===== src/rtl/core/tpsq_pkg.sv =====
// Types, constants and helper functions of the three-position switch qualifier.
// No dependencies; used by tpsq_step and three_position_switch_qualifier_core.
package tpsq_pkg;

	localparam int VOLTAGE_BITS   = 13;
	localparam int TIME_BITS      = 32;
	localparam int DEBOUNCE_BITS  = 16;
	localparam int CFG_INDEX_BITS = 3;
	localparam int CFG_DATA_BITS  = 16;

	// reset values of the configuration registers
	localparam logic [VOLTAGE_BITS-1:0]  BACK_LOW_RST   = VOLTAGE_BITS'(775);
	localparam logic [VOLTAGE_BITS-1:0]  BACK_HIGH_RST  = VOLTAGE_BITS'(875);
	localparam logic [VOLTAGE_BITS-1:0]  FRONT_LOW_RST  = VOLTAGE_BITS'(2425);
	localparam logic [VOLTAGE_BITS-1:0]  FRONT_HIGH_RST = VOLTAGE_BITS'(2525);
	localparam logic [DEBOUNCE_BITS-1:0] DEBOUNCE_RST   = DEBOUNCE_BITS'(50);

	typedef enum logic [CFG_INDEX_BITS-1:0] {
		REG_BACK_LOW   = 3'd0,
		REG_BACK_HIGH  = 3'd1,
		REG_FRONT_LOW  = 3'd2,
		REG_FRONT_HIGH = 3'd3,
		REG_DEBOUNCE   = 3'd4
	} cfg_reg_t;

	typedef enum logic [1:0] {
		POS_NEUTRAL = 2'd0,
		POS_BACK    = 2'd1,
		POS_FRONT   = 2'd2
	} pos_t;

	typedef enum logic [2:0] {
		PH_NEUTRAL       = 3'd0,
		PH_CONF_BACK     = 3'd1,
		PH_BACK          = 3'd2,
		PH_CONF_FRONT    = 3'd3,
		PH_FRONT         = 3'd4,
		PH_CONF_NEUTRAL  = 3'd5
	} phase_t;

	typedef struct packed {
		logic [VOLTAGE_BITS-1:0]  back_low;
		logic [VOLTAGE_BITS-1:0]  back_high;
		logic [VOLTAGE_BITS-1:0]  front_low;
		logic [VOLTAGE_BITS-1:0]  front_high;
		logic [DEBOUNCE_BITS-1:0] debounce;
	} cfg_t;

	typedef struct packed {
		phase_t                phase;
		pos_t                  confirmed;
		logic [TIME_BITS-1:0]  start;
	} state_t;

	function automatic logic is_stable(input phase_t ph);
		return (ph == PH_NEUTRAL) || (ph == PH_BACK) || (ph == PH_FRONT);
	endfunction

	function automatic logic is_confirm(input phase_t ph);
		return (ph == PH_CONF_BACK) || (ph == PH_CONF_FRONT) || (ph == PH_CONF_NEUTRAL);
	endfunction

	// position held by a stable phase, or aimed at by a confirming phase
	function automatic pos_t pos_of_phase(input phase_t ph);
		pos_t p;
		case (ph)
			PH_BACK, PH_CONF_BACK:   p = POS_BACK;
			PH_FRONT, PH_CONF_FRONT: p = POS_FRONT;
			default:                 p = POS_NEUTRAL;
		endcase
		return p;
	endfunction

	function automatic phase_t stable_of(input pos_t p);
		phase_t ph;
		case (p)
			POS_BACK:  ph = PH_BACK;
			POS_FRONT: ph = PH_FRONT;
			default:   ph = PH_NEUTRAL;
		endcase
		return ph;
	endfunction

	function automatic phase_t confirm_of(input pos_t p);
		phase_t ph;
		case (p)
			POS_BACK:  ph = PH_CONF_BACK;
			POS_FRONT: ph = PH_CONF_FRONT;
			default:   ph = PH_CONF_NEUTRAL;
		endcase
		return ph;
	endfunction

endpackage


===== src/rtl/core/three_position_switch_qualifier_core.sv =====
// Three-position switch qualifier: input register, combinational state update and
// result register. Depends on tpsq_pkg and tpsq_step.
//
// Usage:
//   Each request on the input channel (in_valid/in_stall) carries one voltage
//   sample sample_mv and the millisecond timestamp now_ms. It is taken at a
//   rising edge with in_valid high and in_stall low.
//   Each request yields exactly one result on the output channel
//   (out_valid/out_stall): the confirmed position and the phase after the
//   update. A result is taken at an edge with out_valid high, out_stall low.
//   A request passes the input register and then the result register before
//   out_valid rises; throughput is one request per cycle while out_stall is
//   low, set by the single state update between the two registers.
//   While out_stall holds, the result stays put and one further request waits
//   in the input register; in_stall then rises until the result is taken.
//   Configuration is written through cfg_wr_en/cfg_index/cfg_data; the user
//   must write it only while no request is in flight, which the block itself
//   does not enforce; unknown indexes are ignored.
//   Reset (arst_n low) empties both registers, restores the threshold and
//   debounce defaults and puts the machine in the neutral stable phase with
//   neutral confirmed and a start time of zero.
module three_position_switch_qualifier_core
	import tpsq_pkg::*;
(
	input  logic                      clk,
	input  logic                      arst_n,
	input  logic                      cfg_wr_en,
	input  logic [CFG_INDEX_BITS-1:0] cfg_index,
	input  logic [CFG_DATA_BITS-1:0]  cfg_data,
	input  logic                      in_valid,
	output logic                      in_stall,
	input  logic [VOLTAGE_BITS-1:0]   sample_mv,
	input  logic [TIME_BITS-1:0]      now_ms,
	output logic                      out_valid,
	input  logic                      out_stall,
	output logic [1:0]                position,
	output logic [2:0]                phase
);

	cfg_t                     cfg_q;
	state_t                   state_q;
	state_t                   state_nxt;
	logic                     valid_s1;
	logic [VOLTAGE_BITS-1:0]  voltage_s1;
	logic [TIME_BITS-1:0]     now_s1;
	logic                     valid_s2;
	pos_t                     position_s2;
	phase_t                   phase_s2;
	logic                     in_take;
	logic                     advance;

	// handshake: move stage 1 on when the result register is free or drained
	assign advance  = valid_s1 && (!valid_s2 || !out_stall);
	assign in_stall = valid_s1 && !advance;
	assign in_take  = in_valid && !in_stall;

	// configuration registers
	always_ff @(posedge clk or negedge arst_n) begin
		if (!arst_n) begin
			cfg_q.back_low   <= BACK_LOW_RST;
			cfg_q.back_high  <= BACK_HIGH_RST;
			cfg_q.front_low  <= FRONT_LOW_RST;
			cfg_q.front_high <= FRONT_HIGH_RST;
			cfg_q.debounce   <= DEBOUNCE_RST;
		end else if (cfg_wr_en) begin
			case (cfg_index)
				REG_BACK_LOW:   cfg_q.back_low   <= cfg_data[VOLTAGE_BITS-1:0];
				REG_BACK_HIGH:  cfg_q.back_high  <= cfg_data[VOLTAGE_BITS-1:0];
				REG_FRONT_LOW:  cfg_q.front_low  <= cfg_data[VOLTAGE_BITS-1:0];
				REG_FRONT_HIGH: cfg_q.front_high <= cfg_data[VOLTAGE_BITS-1:0];
				REG_DEBOUNCE:   cfg_q.debounce   <= cfg_data[DEBOUNCE_BITS-1:0];
				default:        cfg_q            <= cfg_q;
			endcase
		end
	end

	// input register: valid flag
	always_ff @(posedge clk or negedge arst_n) begin
		if (!arst_n) begin
			valid_s1 <= 1'b0;
		end else if (in_take) begin
			valid_s1 <= 1'b1;
		end else if (advance) begin
			valid_s1 <= 1'b0;
		end
	end

	// input register: payload
	always_ff @(posedge clk) begin
		if (in_take) begin
			voltage_s1 <= sample_mv;
			now_s1     <= now_ms;
		end
	end

	// state update for the request in stage 1
	tpsq_step u_step (
		.cfg     (cfg_q),
		.voltage (voltage_s1),
		.now     (now_s1),
		.cur     (state_q),
		.nxt     (state_nxt)
	);

	// machine state: advance once per request
	always_ff @(posedge clk or negedge arst_n) begin
		if (!arst_n) begin
			state_q.phase     <= PH_NEUTRAL;
			state_q.confirmed <= POS_NEUTRAL;
			state_q.start     <= '0;
		end else if (advance) begin
			state_q <= state_nxt;
		end
	end

	// result register: valid flag
	always_ff @(posedge clk or negedge arst_n) begin
		if (!arst_n) begin
			valid_s2 <= 1'b0;
		end else if (advance) begin
			valid_s2 <= 1'b1;
		end else if (!out_stall) begin
			valid_s2 <= 1'b0;
		end
	end

	// result register: payload
	always_ff @(posedge clk) begin
		if (advance) begin
			position_s2 <= state_nxt.confirmed;
			phase_s2    <= state_nxt.phase;
		end
	end

	assign out_valid = valid_s2;
	assign position  = 2'(position_s2);
	assign phase     = 3'(phase_s2);

	// a confirming phase never aims at the position already confirmed
	a_confirm_target: assert property (@(posedge clk) disable iff (!arst_n)
		is_confirm(state_q.phase) |-> (pos_of_phase(state_q.phase) != state_q.confirmed))
		else $error("confirming phase targets the confirmed position");

	// an update from a stable phase confirms that phase's position
	a_stable_confirms: assert property (@(posedge clk) disable iff (!arst_n)
		(advance && is_stable(state_q.phase))
		|=> (state_q.confirmed == $past(pos_of_phase(state_q.phase))))
		else $error("stable phase did not confirm its position");

	// state only moves with a request
	a_state_hold: assert property (@(posedge clk) disable iff (!arst_n)
		!advance |=> $stable(state_q))
		else $error("state changed without a request");

	// every request handed on leaves a result waiting
	a_result_loaded: assert property (@(posedge clk) disable iff (!arst_n)
		advance |=> valid_s2)
		else $error("request lost between stages");

	// input is held back only while both stages are occupied and the output stalls
	a_stall_cause: assert property (@(posedge clk) disable iff (!arst_n)
		in_stall |-> (valid_s1 && valid_s2 && out_stall))
		else $error("input stalled without cause");

endmodule


===== src/rtl/core/tpsq_step.sv =====
// Next-state logic of the switch qualifier: voltage classification, phase
// transitions and debounce timing for one request. Depends on tpsq_pkg.
module tpsq_step
	import tpsq_pkg::*;
(
	input  cfg_t                    cfg,
	input  logic [VOLTAGE_BITS-1:0] voltage,
	input  logic [TIME_BITS-1:0]    now,
	input  state_t                  cur,
	output state_t                  nxt
);

	logic [2:0]            match;
	logic [TIME_BITS-1:0]  elapsed;
	logic                  time_up;
	phase_t                nxt_phase;
	logic                  load_start;

	// classify the voltage, one flag per position
	assign match[POS_NEUTRAL] = (voltage > cfg.back_high) && (voltage < cfg.front_low);
	assign match[POS_BACK]    = voltage < cfg.back_low;
	assign match[POS_FRONT]   = voltage > cfg.front_high;

	// modular elapsed time since confirmation began
	assign elapsed = now - cur.start;
	assign time_up = elapsed > TIME_BITS'(cfg.debounce);

	// phase transitions
	always_comb begin
		logic [1:0] here;
		logic [1:0] target;
		logic [1:0] prev;
		logic [1:0] other;
		logic       found;
		here       = 2'(pos_of_phase(cur.phase));
		target     = here;
		prev       = 2'(cur.confirmed);
		other      = 2'(2'd3 - prev - target);
		found      = 1'b0;
		nxt_phase  = cur.phase;
		load_start = 1'b0;
		case (cur.phase)
			PH_NEUTRAL, PH_BACK, PH_FRONT: begin
				// first other position that the voltage shows, in ascending order
				for (int o = 0; o < 3; o++) begin
					if (!found && (2'(o) != here) && match[o]) begin
						found      = 1'b1;
						nxt_phase  = confirm_of(pos_t'(2'(o)));
						load_start = 1'b1;
					end
				end
			end
			PH_CONF_BACK, PH_CONF_FRONT, PH_CONF_NEUTRAL: begin
				if ((prev != target) && (prev != 2'd3)) begin
					if (match[prev]) begin
						nxt_phase = stable_of(pos_t'(prev));
					end else if (match[other]) begin
						nxt_phase  = confirm_of(pos_t'(other));
						load_start = 1'b1;
					end else if (match[target] && time_up) begin
						nxt_phase = stable_of(pos_t'(target));
					end
				end
			end
			default: begin
				nxt_phase = cur.phase;
			end
		endcase
	end

	// outputs: confirmed position follows a stable phase, start time on entry
	always_comb begin
		nxt.phase     = nxt_phase;
		nxt.confirmed = is_stable(cur.phase) ? pos_of_phase(cur.phase) : cur.confirmed;
		nxt.start     = load_start ? now : cur.start;
	end

endmodule

===== config.mk =====
export PLATFORM = sky130hd
export DESIGN_NAME = three_position_switch_qualifier_core
export DESIGN_NICKNAME = d
export VERILOG_FILES = /design/src/rtl/core/tpsq_pkg.sv /design/src/rtl/core/three_position_switch_qualifier_core.sv /design/src/rtl/core/tpsq_step.sv
export SDC_FILE = /design/constraint.sdc
export NUM_CORES = 1
export LEC_CHECK = 0
export BUFFER_PORTS_ARGS = -buffer_cell sky130_fd_sc_hd__buf_2
export CAP_MARGIN = 20
export CORE_UTILIZATION = 53
export DETAILED_ROUTE_END_ITERATION = 10
export HOLD_SLACK_MARGIN = 0.05
export PLACE_DENSITY_LB_ADDON = 0.15
export RECOVER_POWER = 100
export SYNTH_ARGS = -nofsm -noshare
export SYNTH_HDL_FRONTEND = slang
export SYNTH_SLANG_ARGS = --single-unit
export TNS_END_PERCENT = 5

===== constraint.sdc =====
create_clock -name clk -period 14.35 [get_ports clk]
set_clock_uncertainty 0.2 [all_clocks]
set_input_delay 0.7175 -clock clk [delete_from_list [all_inputs] [get_ports clk]]
set_output_delay 0.7175 -clock clk [all_outputs]
set_load 0.005 [all_outputs]

==> metrics <==
Clock Sinks ~160; Hold-fix buffers, CTS 0; Non-Filler Instances 1311; Area after DPL 0.0102 mm2; Fmax roughly 180 MHz; largest cells by area after synthesis dfrtp_1 (20%), edfxtp_1 (16%), ha_1 (13%); RR Endpoint state_q[0]$_DFFE_PN0P_; Max-slew headroom -112%; WS Path Type flop to flop; worst-path cell chain ha_1, a2111oi_0, o21ai_0, a221oi_1, a21oi_1, and3b_1, or2_0, or3_1, a21oi_4, clkbuf_1, mux2_2; initial DRC count 439; Post-route DRC 0; grt total ovfl 0; Synth Instances ~1000; Vias/cell 5.52; vias in the first global route 6998; slowest stage cell, crit path clkbuf_1; # IOs 76; R2R Setup Slk 8.84 ns; Sw Pwr 0.873 mW; Resized cells post-CTS 0; drt total wl 20600 um; Clock transition at path regs 0.07 ns; Die Span X between 100 and 150 um; FF-to-FF path depth 11; worst r2r src voltage_s1[8]$_DFFE_PP_; CP top delay family buffers and inverters; Startpoint Class flop; multi-input logic area 0.00481 mm2; sequential power share 29.6%; Initial Util 54.8%; Sw Share 39.6%; #FFs+latches synth ~160; final-layout fill cell count 1503; Mapped Nets 1168; CP bufs+invs 1; Pwr Density ~210 mW/mm2; Worst Hold Class input pin to flop; total global-route track usage 23.8%; final hold slack 0.257 ns; CP Data Required Time 14.46 ns; Avg Inst Size Synth 9.56 um2; initial antenna violation count 0; Setup crit end kind flop; Register Area between 0.004 and 0.005 mm2; CTS tree built; Inserted Clock Buffers 17; post-synth top area share approximately 20%; DR WL/cell 15.7 um; ANT cells 0; Clk pwr share 22.4%; Final Util approximately three fifths; RSZ-0062 raised after global routing false; FP Rows 48; Pleak 4.74 nW; Die H 136 um; # setup viols final 0; post-route ant nets 0; first-pass GRT wire length between 30000 and 40000 um; Synth warnings 0; DR vias 7243; Tcrit/Tclk final a little under two fifths; fraction of registers with async set/reset 68.2%; worst hold path startpoint now_ms[22]; final net count 1242; Max Slew Vio Count 199; Worst Path Max Fanout 62; Int Power around 1.3 mW; post-layout minimum cycle time 5.51 ns; Max stage delay on crit path around 1.6 ns; Final Hold Viols 0; Post-Syn Area around 0.0095 mm2; H-tree levels 4; Die Footprint 0.0186 mm2; Clk Latency, worst-skew pair 0.43 ns; Longest Clk Path Bufs 2; RD Place Congestion 0.887; largest net degree at the start of global routing 63; Core Footprint 0.0174 mm2; ratio of cells with drive above 1 in the final layout 15.1%; number of synthesized flops with an enable pin 50; hpwl dp 15100 um; setup TNS 0 ns; top cell type by total area after synthesis dfrtp_1; dominant synthesized flop cell dfrtp_1; drt first pass iters 5; WHS Path Cells 1; VDD IR max 116 uV; status complete, but fails checks; Hold EP now_s1[22]$_DFFE_PP_; dpl cells approximately 1300; # port buffers 75; Seq/Total Area, Yosys 44.2%; post-CTS setup buffers 0; Finished Cell Area between 0.01 and 0.015 mm2; area grow syn2layout 12.6%; failing checks capacitance limit, slew limit; distinct cell type count after synthesis 76; Worst Tran Pin Value 3.18 ns; root buf cell clkbuf_16; Comb power frac 47.9%; worst endpoint data arrival time 5.62 ns; max cap viols 4
==> cell families (layout without fill, tap and decap cells) <==
kind of cell             after synthesis  in the layout  synth area share, %
AO/OA/AOI/OAI                        276            276                 18.2
XOR/XNOR                              26             26                 2.38
adder cells (fa/ha/maj)              100            100                 13.2
buffers and inverters                137            224                 5.40
flip-flops                           157            157                 44.2
multiplexers                          24             24                 2.82
AND/OR/NAND/NOR                      279            279                 13.8
==> worst reg2reg max path: cells and delay by family (launching register included) <==
| kind | cells | cell delay [ns] |
|---|---|---|
| fa+ha+maj | 1 | 0.37 |
| flops | 1 | 0.53 |
| compound gates | 5 | 1.20 |
| mux | 1 | 0.49 |
| simple gates | 3 | 1.02 |
| buf+inv | 1 | 1.59 |
==> synth_stat cells (all sizes together) (3+ instances only) <==
cell type / instances
o211ai: 11
nor2b: 9
xnor2: 14
a2111oi: 3
nand2b: 7
mux2: 23
ha: 99
a21o: 20
dfrtp: 77
edfxtp: 50
nand3: 13
nor3: 11
nor2: 46
a21oi: 59
clkbuf: 24
nor4: 8
o21ai: 116
a22oi: 3
and4: 4
a31oi: 5
nand2: 139
nand4: 17
xor2: 12
inv: 111
o22ai: 3
or3: 5
or2: 3
a211oi: 11
a221oi: 6
dfstp: 30
and2: 5
o21a: 7
a21boi: 5
and3: 5
nor3b: 4
==> metal layers <==
| layer | wire (um) | GRT usage, % | vias to the layer above | part of all wire, % |
|---|---|---|---|---|
| met5 | 0 | 0 | - | 0 |
| met4 | 352 | 8.27 | 0 | 1.7 |
| met3 | 544 | 4.06 | 30 | 2.6 |
| met2 | 10000 | 40.4 | 125 | 49 |
| met1 | 9710 | 30.4 | 3396 | 47 |
| li1 | - | - | 3692 | - |
==> registers in the layout, indices dropped and copies added (netlist names) <==
name / cells
state_q: 37
cfg_q: 68
voltage_s1: 13
phase: 3
now_s1: 32
position: 2
out_valid: 1
valid_s1: 1
==> layout make-up <==
| cell class | count | share of cell area, % |
|---|---|---|
| Clock buffer | 19 | 4.03 |
| Clock inverter | 13 | 1.98 |
| Inverter | 111 | 3.88 |
| Multi-Input combinational cell | 705 | 44.7 |
| Sequential cell | 157 | 39.2 |
| Tap cell | 225 | 2.62 |
| Timing Repair Buffer | 81 | 3.55 |
==> placed cells by master (no fill, tap or decap), drive strengths merged, types with 6 or more instances in the layout <==
master | Yosys | final
a21o | 20 | 20
mux2 | 23 | 23
xnor2 | 14 | 14
nand2b | 7 | 7
buf | 2 | 62
dfstp | 30 | 30
dfrtp | 77 | 77
o211ai | 11 | 11
a21oi | 59 | 59
o21ai | 116 | 116
nand2 | 139 | 139
inv | 111 | 113
nand3 | 13 | 13
a211oi | 11 | 11
nor3 | 11 | 11
edfxtp | 50 | 50
nor2 | 46 | 46
nor4 | 8 | 8
xor2 | 12 | 12
nand4 | 17 | 17
clkbuf | 24 | 38
o21a | 7 | 7
a221oi | 6 | 6
ha | 99 | 99
nor2b | 9 | 9
==> power by group through the flow <==
| stage | combinational, mW | sequential, mW | clock, mW |
|---|---|---|---|
| floorplan | 0.841 | 0.629 | 0 |
| global placement | 1.04 | 0.655 | 0 |
| detailed placement | 1.05 | 0.660 | 0 |
| CTS | 1.06 | 0.652 | 0.503 |
| global route | 1.20 | 0.665 | 0.521 |
| finish | 1.06 | 0.653 | 0.494 |
==> how the worst max path moves through the flow <==
| stage | cells after the start | to | start | slack (ns) |
|---|---|---|---|---|
| after floorplan | 20 | phase[2]$_DFFE_PP_ | state_q[0]$_DFFE_PN0P_ | 9.60 |
| after detailed placement | 20 | phase[2]$_DFFE_PP_ | state_q[0]$_DFFE_PN0P_ | 9.16 |
| final | 11 | state_q[0]$_DFFE_PN0P_ | voltage_s1[8]$_DFFE_PP_ | 8.84 |
| after global routing | 2 | state_q[19]$_DFFE_PN0P_ | arst_n | 7.72 |
| after global placement | 20 | phase[2]$_DFFE_PP_ | state_q[0]$_DFFE_PN0P_ | 9.29 |
| after CTS | 20 | phase[2]$_DFFE_PP_ | state_q[0]$_DFFE_PN0P_ | 9.12 |
==> stage by stage <==
step	power [mW]	setup slack (ns)
after floorplan	1.47	9.60
after global placement	1.69	9.29
after detailed placement	1.71	9.16
after CTS	2.22	9.12
after global routing	2.38	7.72
final	2.20	8.84
Note: power is estimated with default switching activity, not from simulation.
